`src/hw/rtl/ilist_pkg.sv`:
```
package ilist_pkg;

  // Operation codes carried on the opcode field.
  typedef enum logic [1:0] {
    OP_INSERT  = 2'd0,
    OP_UPDATE  = 2'd1,
    OP_DELETE  = 2'd2,
    OP_DISPLAY = 2'd3
  } ilist_op_t;

  // Result status codes.
  typedef enum logic [1:0] {
    ST_OK    = 2'd0,
    ST_RANGE = 2'd1,
    ST_FULL  = 2'd2,
    ST_EMPTY = 2'd3
  } ilist_status_t;

  // Controller states.
  typedef enum logic [1:0] {
    S_IDLE = 2'd0,
    S_EXEC = 2'd1,
    S_EMIT = 2'd2
  } ilist_state_t;

  // Commands from the controller to the datapath.
  typedef struct packed {
    logic load;  // capture the incoming request
    logic exec;  // check and apply the captured operation
    logic pop;   // the current result was taken
  } ilist_cmd_t;

  // Status from the datapath to the controller.
  typedef struct packed {
    logic last;  // the current result closes the operation
  } ilist_stat_t;

endpackage

```
`src/hw/rtl/ilist_ctrl.sv`:
```
module ilist_ctrl
  import ilist_pkg::*;
(
  input  logic        clk,
  input  logic        rst,
  input  logic        in_valid,
  output logic        in_stall,
  output logic        out_valid,
  input  logic        out_stall,
  input  ilist_stat_t stat,
  output ilist_cmd_t  cmd
);

  ilist_state_t state;
  ilist_state_t state_next;

  always_ff @(posedge clk) begin
    if (rst) begin
      state <= S_IDLE;
    end else begin
      state <= state_next;
    end
  end

  always_comb begin
    state_next = state;
    in_stall   = 1'b1;
    out_valid  = 1'b0;
    cmd        = '0;
    case (state)
      S_IDLE: begin
        in_stall = 1'b0;
        if (in_valid) begin
          cmd.load   = 1'b1;
          state_next = S_EXEC;
        end
      end
      S_EXEC: begin
        cmd.exec   = 1'b1;
        state_next = S_EMIT;
      end
      S_EMIT: begin
        out_valid = 1'b1;
        if (!out_stall) begin
          cmd.pop = 1'b1;
          if (stat.last) begin
            state_next = S_IDLE;
          end
        end
      end
      default: begin
        state_next = S_IDLE;
      end
    endcase
  end

endmodule

```
`src/hw/rtl/ilist_dp.sv`:
```
module ilist_dp
  import ilist_pkg::*;
#(
  parameter int CAPACITY = 16
) (
  input  logic                 clk,
  input  logic                 rst,
  input  ilist_cmd_t           cmd,
  input  logic [1:0]           opcode,
  input  logic [4:0]           position,
  input  logic signed [31:0]   new_value,
  output logic [3:0]           slot,
  output logic signed [31:0]   entry_value,
  output logic                 last,
  output logic [1:0]           status,
  output ilist_stat_t          stat
);

  localparam int CW   = $clog2(CAPACITY + 1);
  localparam int IW   = $clog2(CAPACITY);
  localparam int CMPW = (CW > 5) ? CW : 5;

  logic signed [31:0] entries      [CAPACITY];
  logic signed [31:0] entries_next [CAPACITY];
  logic [CW-1:0]      cnt;
  logic [CW-1:0]      cnt_after;
  logic [IW-1:0]      idx;
  ilist_op_t          op;
  logic [4:0]         pos;
  logic signed [31:0] val;
  ilist_status_t      st;
  ilist_status_t      err;
  logic [CMPW-1:0]    pos_ext;
  logic [CMPW-1:0]    cnt_ext;

  assign pos_ext = CMPW'(pos);
  assign cnt_ext = CMPW'(cnt);

  // Checks, list update on execute, and rotation of the list by one place
  // per result so that entry zero is always the one being listed.
  always_comb begin
    err          = ST_OK;
    entries_next = entries;
    cnt_after    = cnt;
    case (op)
      OP_INSERT: begin
        if (cnt == CW'(CAPACITY)) begin
          err = ST_FULL;
        end else if (pos_ext > cnt_ext) begin
          err = ST_RANGE;
        end
      end
      OP_UPDATE, OP_DELETE: begin
        if (cnt == '0) begin
          err = ST_EMPTY;
        end else if (pos_ext >= cnt_ext) begin
          err = ST_RANGE;
        end
      end
      default: begin
      end
    endcase

    if (cmd.exec && err == ST_OK) begin
      case (op)
        OP_INSERT: begin
          for (int i = 1; i < CAPACITY; i++) begin
            if (CMPW'(i) > pos_ext) begin
              entries_next[i] = entries[i-1];
            end
          end
          for (int i = 0; i < CAPACITY; i++) begin
            if (CMPW'(i) == pos_ext) begin
              entries_next[i] = val;
            end
          end
          cnt_after = cnt + CW'(1);
        end
        OP_UPDATE: begin
          for (int i = 0; i < CAPACITY; i++) begin
            if (CMPW'(i) == pos_ext) begin
              entries_next[i] = val;
            end
          end
        end
        OP_DELETE: begin
          for (int i = 0; i < CAPACITY - 1; i++) begin
            if (CMPW'(i) >= pos_ext) begin
              entries_next[i] = entries[i+1];
            end
          end
          cnt_after = cnt - CW'(1);
        end
        default: begin
        end
      endcase
    end else if (cmd.pop && st == ST_OK) begin
      for (int i = 0; i < CAPACITY - 1; i++) begin
        if (CW'(i) < cnt) begin
          entries_next[i] = entries[i+1];
        end
      end
      for (int i = 0; i < CAPACITY; i++) begin
        if (CW'(i + 1) == cnt) begin
          entries_next[i] = entries[0];
        end
      end
    end
  end

  always_ff @(posedge clk) begin
    for (int i = 0; i < CAPACITY; i++) begin
      entries[i] <= entries_next[i];
    end
    if (cmd.load) begin
      op  <= ilist_op_t'(opcode);
      pos <= position;
      val <= new_value;
    end
    if (cmd.exec) begin
      idx <= '0;
      if (err != ST_OK) begin
        st <= err;
      end else if (cnt_after == '0) begin
        st <= ST_EMPTY;
      end else begin
        st <= ST_OK;
      end
    end else if (cmd.pop) begin
      idx <= idx + IW'(1);
    end
  end

  always_ff @(posedge clk) begin
    if (rst) begin
      cnt <= '0;
    end else if (cmd.exec && err == ST_OK) begin
      cnt <= cnt_after;
    end
  end

  always_comb begin
    if (st != ST_OK) begin
      slot        = 4'd0;
      entry_value = 32'sd0;
      last        = 1'b1;
    end else begin
      slot        = 4'(idx);
      entry_value = entries[0];
      last        = (CW'(idx) + CW'(1)) == cnt;
    end
  end

  assign status    = st;
  assign stat.last = last;

endmodule

```
`src/hw/rtl/indexed_list_insert_delete.sv`:
```
// Indexed list with insert, update, delete and display at an index.
// Requests arrive on in_valid / in_stall with opcode, position and
// new_value; a request is taken when in_valid is high and in_stall is low.
// Results leave on out_valid / out_stall with slot, entry_value, last and
// status; a result is taken when out_valid is high and out_stall is low.
// A successful request lists every entry in order, one result per cycle
// while out_stall is low, with last set on the final one; an empty list
// gives one result with status empty, and a rejected request gives one
// error result and leaves the list unchanged.
// Steps: the request is taken in the idle state, checked and the list
// shifted in the execute state, then its results are listed in the emit
// state. One request is in work at a time: in_stall stays high from the
// request until its last result is taken.
// While out_stall is high the current result holds steady on the ports.
// Reset clears the entry count, so the list starts empty; entry storage is
// not cleared and needs no clearing pass.
module indexed_list_insert_delete
  import ilist_pkg::*;
#(
  parameter int CAPACITY = 16
) (
  input  logic               clk,
  input  logic               rst,
  input  logic               in_valid,
  output logic               in_stall,
  input  logic [1:0]         opcode,
  input  logic [4:0]         position,
  input  logic signed [31:0] new_value,
  output logic               out_valid,
  input  logic               out_stall,
  output logic [3:0]         slot,
  output logic signed [31:0] entry_value,
  output logic               last,
  output logic [1:0]         status
);

  // Commands and status between the controller and the datapath.
  ilist_cmd_t  cmd;
  ilist_stat_t stat;

  // The controller sequences take, execute and list phases.
  ilist_ctrl u_ctrl (
    .clk       (clk),
    .rst       (rst),
    .in_valid  (in_valid),
    .in_stall  (in_stall),
    .out_valid (out_valid),
    .out_stall (out_stall),
    .stat      (stat),
    .cmd       (cmd)
  );

  // The datapath holds the list and the count, and rotates the list by one
  // place per result so that the listed entry is always at the head.
  ilist_dp #(
    .CAPACITY (CAPACITY)
  ) u_dp (
    .clk         (clk),
    .rst         (rst),
    .cmd         (cmd),
    .opcode      (opcode),
    .position    (position),
    .new_value   (new_value),
    .slot        (slot),
    .entry_value (entry_value),
    .last        (last),
    .status      (status),
    .stat        (stat)
  );

`ifndef SYNTHESIS
  // No new request is taken while results are being listed.
  a_no_take_while_listing: assert property (
    @(posedge clk) disable iff (rst) out_valid |-> in_stall
  ) else $error("request taken while results pending");

  // The cycle after a request is taken is spent executing it.
  a_exec_gap: assert property (
    @(posedge clk) disable iff (rst) (in_valid && !in_stall) |=> !out_valid
  ) else $error("result shown in the execute cycle");

  // A taken result that is not the last is followed by another result.
  a_list_continues: assert property (
    @(posedge clk) disable iff (rst)
      (out_valid && !out_stall && !last) |=> out_valid
  ) else $error("list ended without last");

  // Error and empty results always stand alone.
  a_single_result: assert property (
    @(posedge clk) disable iff (rst)
      (out_valid && status != ST_OK) |-> last
  ) else $error("status result not marked last");
`endif

endmodule

```
`config.mk`:
```
export PLATFORM = sky130hd
export DESIGN_NAME = indexed_list_insert_delete
export DESIGN_NICKNAME = d
export VERILOG_FILES = /design/src/hw/rtl/ilist_pkg.sv /design/src/hw/rtl/ilist_ctrl.sv /design/src/hw/rtl/ilist_dp.sv /design/src/hw/rtl/indexed_list_insert_delete.sv
export SDC_FILE = /design/constraint.sdc
export NUM_CORES = 2
export LEC_CHECK = 0
export CAP_MARGIN = 20
export CORE_MARGIN = 8
export CORE_UTILIZATION = 55
export CTS_CLUSTER_SIZE = 8
export DETAILED_ROUTE_END_ITERATION = 16
export DONT_BUFFER_PORTS = 1
export HOLD_SLACK_MARGIN = 0.05
export PLACE_DENSITY = 0.7
export SYNTH_ARGS = -nofsm -noshare
export SYNTH_HDL_FRONTEND = slang
export SYNTH_SLANG_ARGS = --single-unit
```
`constraint.sdc`:
```
create_clock -name clk -period 11.7 [get_ports clk]
set_clock_uncertainty 0.1 [all_clocks]
set_input_delay 1.17 -clock clk [delete_from_list [all_inputs] [get_ports clk]]
set_output_delay 1.17 -clock clk [all_outputs]
set_load 0.01 [all_outputs]
```
Word level (Yosys, flattened, before mapping)
Cells that the tools add are included.
Storage, ports and cells
  flip-flop bits (word level): 564
  bits in latches: 0
  bits in writable memories: 0
  ROM bits: 0
  input bits: 43
  word-level logic and storage cells: 327
  memories: 0
Cells by class
  add/subtract/negate cells: 4
  multipliers: 0
  div/mod/pow operators: 0
  $lt $le $gt $ge: 47
  equality and inequality tests: 88
  shift operators: 0
  multiplexer cells: 119
  bitwise logic cells: 0
  reduce and logical (&&, ||, !) cells: 46
Operators by type and width (count)
  32-bit 2-to-1 mux: 93
  480-bit one-hot mux with 3 select lines: 1
  512-bit 2-to-1 mux: 2
  3-bit inequality test, second input constant: 31
  6-bit AND reduction: 14
  4-bit by 5-bit == test with 1-bit output, first input constant: 16
  4-bit inequality test, second input constant: 16
  32-bit one-hot mux with 2 select lines: 1
  3-bit nonzero test: 14
  3-bit by 5-bit == test with 1-bit output, first input constant: 8
  4-bit by 5-bit greater-than comparator with 1-bit output, first input constant: 8
  4-bit by 5-bit greater-or-equal comparator with 1-bit output, first input constant: 7
  4-bit by 5-bit less-than comparator with 1-bit output, first input constant: 7
  2-bit by 5-bit == test with 1-bit output, first input constant: 4
  3-bit by 5-bit greater-or-equal comparator with 1-bit output, first input constant: 4
  3-bit by 5-bit greater-than comparator with 1-bit output, first input constant: 4
  3-bit by 5-bit less-than comparator with 1-bit output, first input constant: 4
  5-bit zero test: 3
  2-bit 2-to-1 mux: 7
  1-bit by 5-bit == test with 1-bit output, first input constant: 2
  1-bit by 5-bit greater-or-equal comparator with 1-bit output, first input constant: 2
  2-bit by 5-bit greater-or-equal comparator with 1-bit output, first input constant: 2
  2-bit by 5-bit greater-than comparator with 1-bit output, first input constant: 2
  1-bit by 5-bit less-than comparator with 1-bit output, first input constant: 2
  other kinds (27): 50

Logic depth before layout (Yosys ltp)
  depth after elaboration: 10
  mapped depth: 13
  depth with buffers taken out: 8

Hierarchy
A second synthesis with hierarchy kept.
Unflattened totals
  cells, all modules: 3844
  area, all modules: 39452.8 um^2
Modules (own cells, without submodules)
  ilist_dp: instances 1, cells an instance 3831, area each 39334.0 um^2, sequential area each 16786.1 um^2
  ilist_ctrl: instances 1, cells an instance 13, area each 118.9 um^2, sequential area each 40.0 um^2

Worst setup path before layout
No wires, ideal clock.
  kind: reg-to-reg
  from: register u_dp.cnt[4]
  to: register u_dp.entries[160] in the netlist's numbering, enable pin
  setup time: 0.480 ns
  data arrival time: 4.964 ns
  required time: 11.120 ns
  path slack: 6.156 ns
  stages on the path, launching flop included: 13
  path buffers: 4
  cell sequence: dfxtp_1 buf_2 clkinv_1 ha_1 nand4_1 o211a_1 o221ai_2 nand2_4 buf_6 buf_6 o21a_4 buf_4 a311oi_1
Between the ends
  cells in the longest elaborated chain, start to end: 8
  elaborated cells on any way between the ends: 20
  those cells by class: order compare: 3; eq/ne: 6; mux: 5; reduce/logical: 6
RTL lines
  start: declaration: RTL line ilist_dp.sv:25  | logic [CW-1:0] cnt;
  start signal: assignment: RTL line ilist_dp.sv:138  | cnt <= cnt_after;
  5-bit greater-or-equal comparator / 5-bit greater-than comparator (equally long branches): RTL line ilist_dp.sv:56, ilist_dp.sv:49
  1-bit 2-to-1 mux (on tied branches): RTL line ilist_dp.sv:56, ilist_dp.sv:49
  2-bit 2-to-1 mux (on tied branches): RTL line ilist_dp.sv:54, ilist_dp.sv:47
  2-bit one-hot mux with 2 select lines: RTL line ilist_dp.sv:45  | case (op)
  2-bit zero test: RTL line ilist_dp.sv:64  | if (cmd.exec && err == ST_OK) begin
  1-bit logical AND: RTL line ilist_dp.sv:64
  4-bit inequality test (no line) (tied with other cells)
  6-bit AND reduction (no line) (*)
  end signal: indexed assignment: RTL line ilist_dp.sv:113  | entries[i] <= entries_next[i];
  end: declaration: RTL line ilist_dp.sv:23  | logic signed [31:0] entries [CAPACITY];
Mark *: on every way between the ends. The rest lies on a longest branch, timed or not.
A chain may end at the register's enable or synchronous reset.

Final worst setup path
  from: register u_dp.cnt[4]
  to: register u_dp.entries[432] in the netlist's numbering, enable pin
The elaborated chain is that of the path after synthesis.

==> qor.csv <==
metric,value,unit
core area,0.0714,mm²
main combinational cell family by area after synthesis,multiplexers,
"CTS clk-pin slew, worst paths",50,ps
Setup TNS,0,ps
filler-free cell count of the finished design,4569,
H-Tree Depth,3,
CTS Hold Bufs,0,
RSZ-0062 raised after global routing,no,
Mapped Nets,4004,
final net count,3655,
post-synthesis cell count,3945,
family with the most delay on the worst path,buffers and inverters,
CP endpoint kind,flop,
synthesized area,0.0396,mm²
Rel. slew slack,19.1,%
mux contribution to synthesized area,22.0,%
dominant cells by area after synthesis,"edfxtp_1 (42%), mux2i_1 (22%), a2111oi_0 (7.2%), a21oi_1 (7.0%), clkbuf_1 (3.6%)",
Power Density,122,mW/mm²
ys async rst share,0,%
Clock Path Buffers,3,
Synth Area per Inst,10.0,µm²
IO Pins,84,
CTS root buf,clkbuf_16,
Hold WC Path Type,reg -> reg,
DRC,0,
IO Port Bufs,0,
initial antenna violation count,4,
maximum vdd ir drop,0.000119,V
number of enable flip-flop cells after synthesis,553,
number of global-route vias before repair,30406,
CP max stage cell,dfxtp_1,
largest net degree at the start of global routing,280,
XOR/XNOR Fraction of Synth Area,0.199,%
Die H,284,µm
clock latency on the worst-skew pair,620,ps
status,completed,
Finished Cell Area,0.0419,mm²
Worst Tran Pin Value,1210,ps
first-pass GRT wire length,193,mm
min Tclk post-route,6440,ps
crit-path cells,clkinv_1 -> ha_1 -> nand4_1 -> o21ai_0 -> o221ai_2 -> nand2_8 -> buf_12 -> buf_12 -> nor3b_1 -> a311oi_4 -> buf_4,
Starting Density,55.5,%
CTS tree,built,
CP Max Fanout,279,
share of the synthesized area in the top cell type,42.0,%
synth-to-layout area growth,5.85,%
Fmax,155,MHz
vias per std cell,7.15,
Yosys top cell by area,edfxtp_1,
worst stage delay on the critical path,880,ps
post_cts resized,0,
setup bufs post-CTS,0,
final number of hold-violating endpoints,0,
startpoint types,flop,
Rows,98,
Final ANT Viol Nets,0,
"Seq/Total Area, Yosys",42.5,%
dominant synthesized flop cell,edfxtp_1,
CP bufs+invs,4,
share of cells above drive strength 1,6.85,%
placed cell area,0.0397,mm²
cell count after placement,4463,
"most used cell, CP",buf_12,
Final GP Congestion,0.836,
Post-DP HPWL,65.5,mm
Tcrit/Tclk final,55.0,%
adder-cell share of the synthesized area,0.506,%
synthesized-area fraction occupied by and/or/nand/nor cells,7.70,%
WP data required,11840,ps
GRT Total Usage,29.8,%
critical path class,reg -> reg,
Yosys cell types,60,
"FF+latch count, synth",564,
# Max-Cap Violations,0,
full die area,0.0808,mm²
CTS buffer count,80,
endpoints failing setup,0,
final slew viol count,0,
total gr overflow,0,
DRT Pass-1 Iters,9,
Sink Count,564,
routed len/inst,27.9,µm
DR iter-0 viols,4135,
die width,284,µm
crit path DAT,6580,ps
final wirelength,128,mm
vias,32661,
Pleak,15.6,nW
Compound-Gate Fraction of Synth Area,21.0,%
Synth warnings,0,
==> cells in the final DEF, fill, tap and decap left out, drive strengths merged, types with 3 or more instances in the layout <==
cell type / Yosys / final
a311oi: 10 / 10
nor2: 263 / 263
o211ai: 128 / 128
dfxtp: 11 / 11
nor2b: 7 / 7
a31oi: 4 / 4
inv: 16 / 17
a21oi: 557 / 557
a2111oi: 324 / 324
mux2i: 869 / 869
o21ai: 81 / 81
clkinv: 2 / 4
nor3: 19 / 19
xnor2: 5 / 5
and2: 39 / 39
a211oi: 8 / 8
nand3: 108 / 108
nor3b: 4 / 4
clkbuf: 394 / 101
a21boi: 129 / 129
xor2: 4 / 4
nand2: 188 / 188
o21a: 3 / 3
ha: 16 / 16
and3: 40 / 40
buf: 131 / 94
nand2b: 5 / 5
edfxtp: 553 / 553
==> area by class of cell <==
| cell class | instances | area (µm²) |
|---|---|---|
| flip-flops and latches | 564 | 16800 |
| clock inverters | 3 | 28.8 |
| diodes | 1 | 2.50 |
| well taps | 950 | 1190 |
| fillers | 6028 | 29500 |
| inverters | 18 | 67.6 |
| repair buffers | 94 | 751 |
| multi-input cells | 2838 | 20900 |
| clock buffers | 101 | 2170 |
==> stage by stage <==
| stage | utilization (%) | hold WS (ps) | total power [mW] | setup WS [ps] |
|---|---|---|---|---|
| finish | 58.7 | 448 | 5.09 | 5260 |
| global route | 58.7 | 472 | 5.23 | 4720 |
| CTS | 58.7 | 445 | 5.10 | 5160 |
| detailed placement | 55.6 | 433 | 2.95 | 5180 |
| global placement | 55.6 | 421 | 2.94 | 5220 |
| floorplan | - | 390 | 2.79 | 6160 |
==> per-layer routing <==
metal / track usage (%) / part of all wire, % / vias to the layer above
met4: 12.7 / 4.1 / 6
met3: 5.27 / 9.1 / 328
li1: - / - / 14471
met2: 45.8 / 45 / 1866
met1: 41.3 / 42 / 15990
met5: 0 / 0.035 / -
==> report_power, final <==
part,switching [mW],internal (mW)
Sequential,0.0568,2.26
Combinational,0.436,0.178
Clock,0.885,1.27
==> cell usage after synthesis (all sizes together), types with 2 or more instances <==
master / n
mux2i: 869
a21oi: 557
edfxtp: 553
clkbuf: 394
a2111oi: 324
nor2: 263
nand2: 188
buf: 131
a21boi: 129
o211ai: 128
nand3: 108
o21ai: 81
and3: 40
and2: 39
nor3: 19
ha: 16
inv: 16
dfxtp: 11
a311oi: 10
a211oi: 8
nor2b: 7
nand2b: 5
xnor2: 5
a31oi: 4
nor3b: 4
xor2: 4
o21a: 3
clkinv: 2
nand4: 2
nand4bb: 2
o21bai: 2
o221ai: 2
o32ai: 2
or2: 2
or3: 2
==> tightest hold or removal path: stages, from the launching register on <==
cell and delay, ps:
edfxtp_1 340, nand2_1 50, o21ai_0 60
==> cells by family after synthesis <==
family                   Yosys count
XOR/XNOR                           9
adder cells (fa/ha/maj)           16
buffers and inverters            543
flip-flops                       564
AO/OA/AOI/OAI                   1258
multiplexers                     869
AND/OR/NAND/NOR                  686
==> worst paths after layout <==
check | start | end | slack [ps] | cells after the start
hold / removal | u_dp.entries[454]$_DFFE_PP_ | u_dp.entries[486]$_DFFE_PP_ | 450 | 2
setup reg to reg | u_dp.cnt[4]$_SDFFE_PP0P_ | u_dp.entries[432]$_DFFE_PP_ | 5260 | 11
hold reg to reg | u_dp.entries[454]$_DFFE_PP_ | u_dp.entries[486]$_DFFE_PP_ | 450 | 2
setup / recovery | u_dp.cnt[4]$_SDFFE_PP0P_ | u_dp.entries[432]$_DFFE_PP_ | 5260 | 11
==> sequential cells by signal, indices dropped and copies added (netlist names) <==
signal	count
u_ctrl.state	2
u_dp.cnt	5
u_dp.entries	512
u_dp.idx	4
u_dp.op	2
u_dp.pos	5
u_dp.status	2
u_dp.val	32
Power figures use the tool's default switching activity.
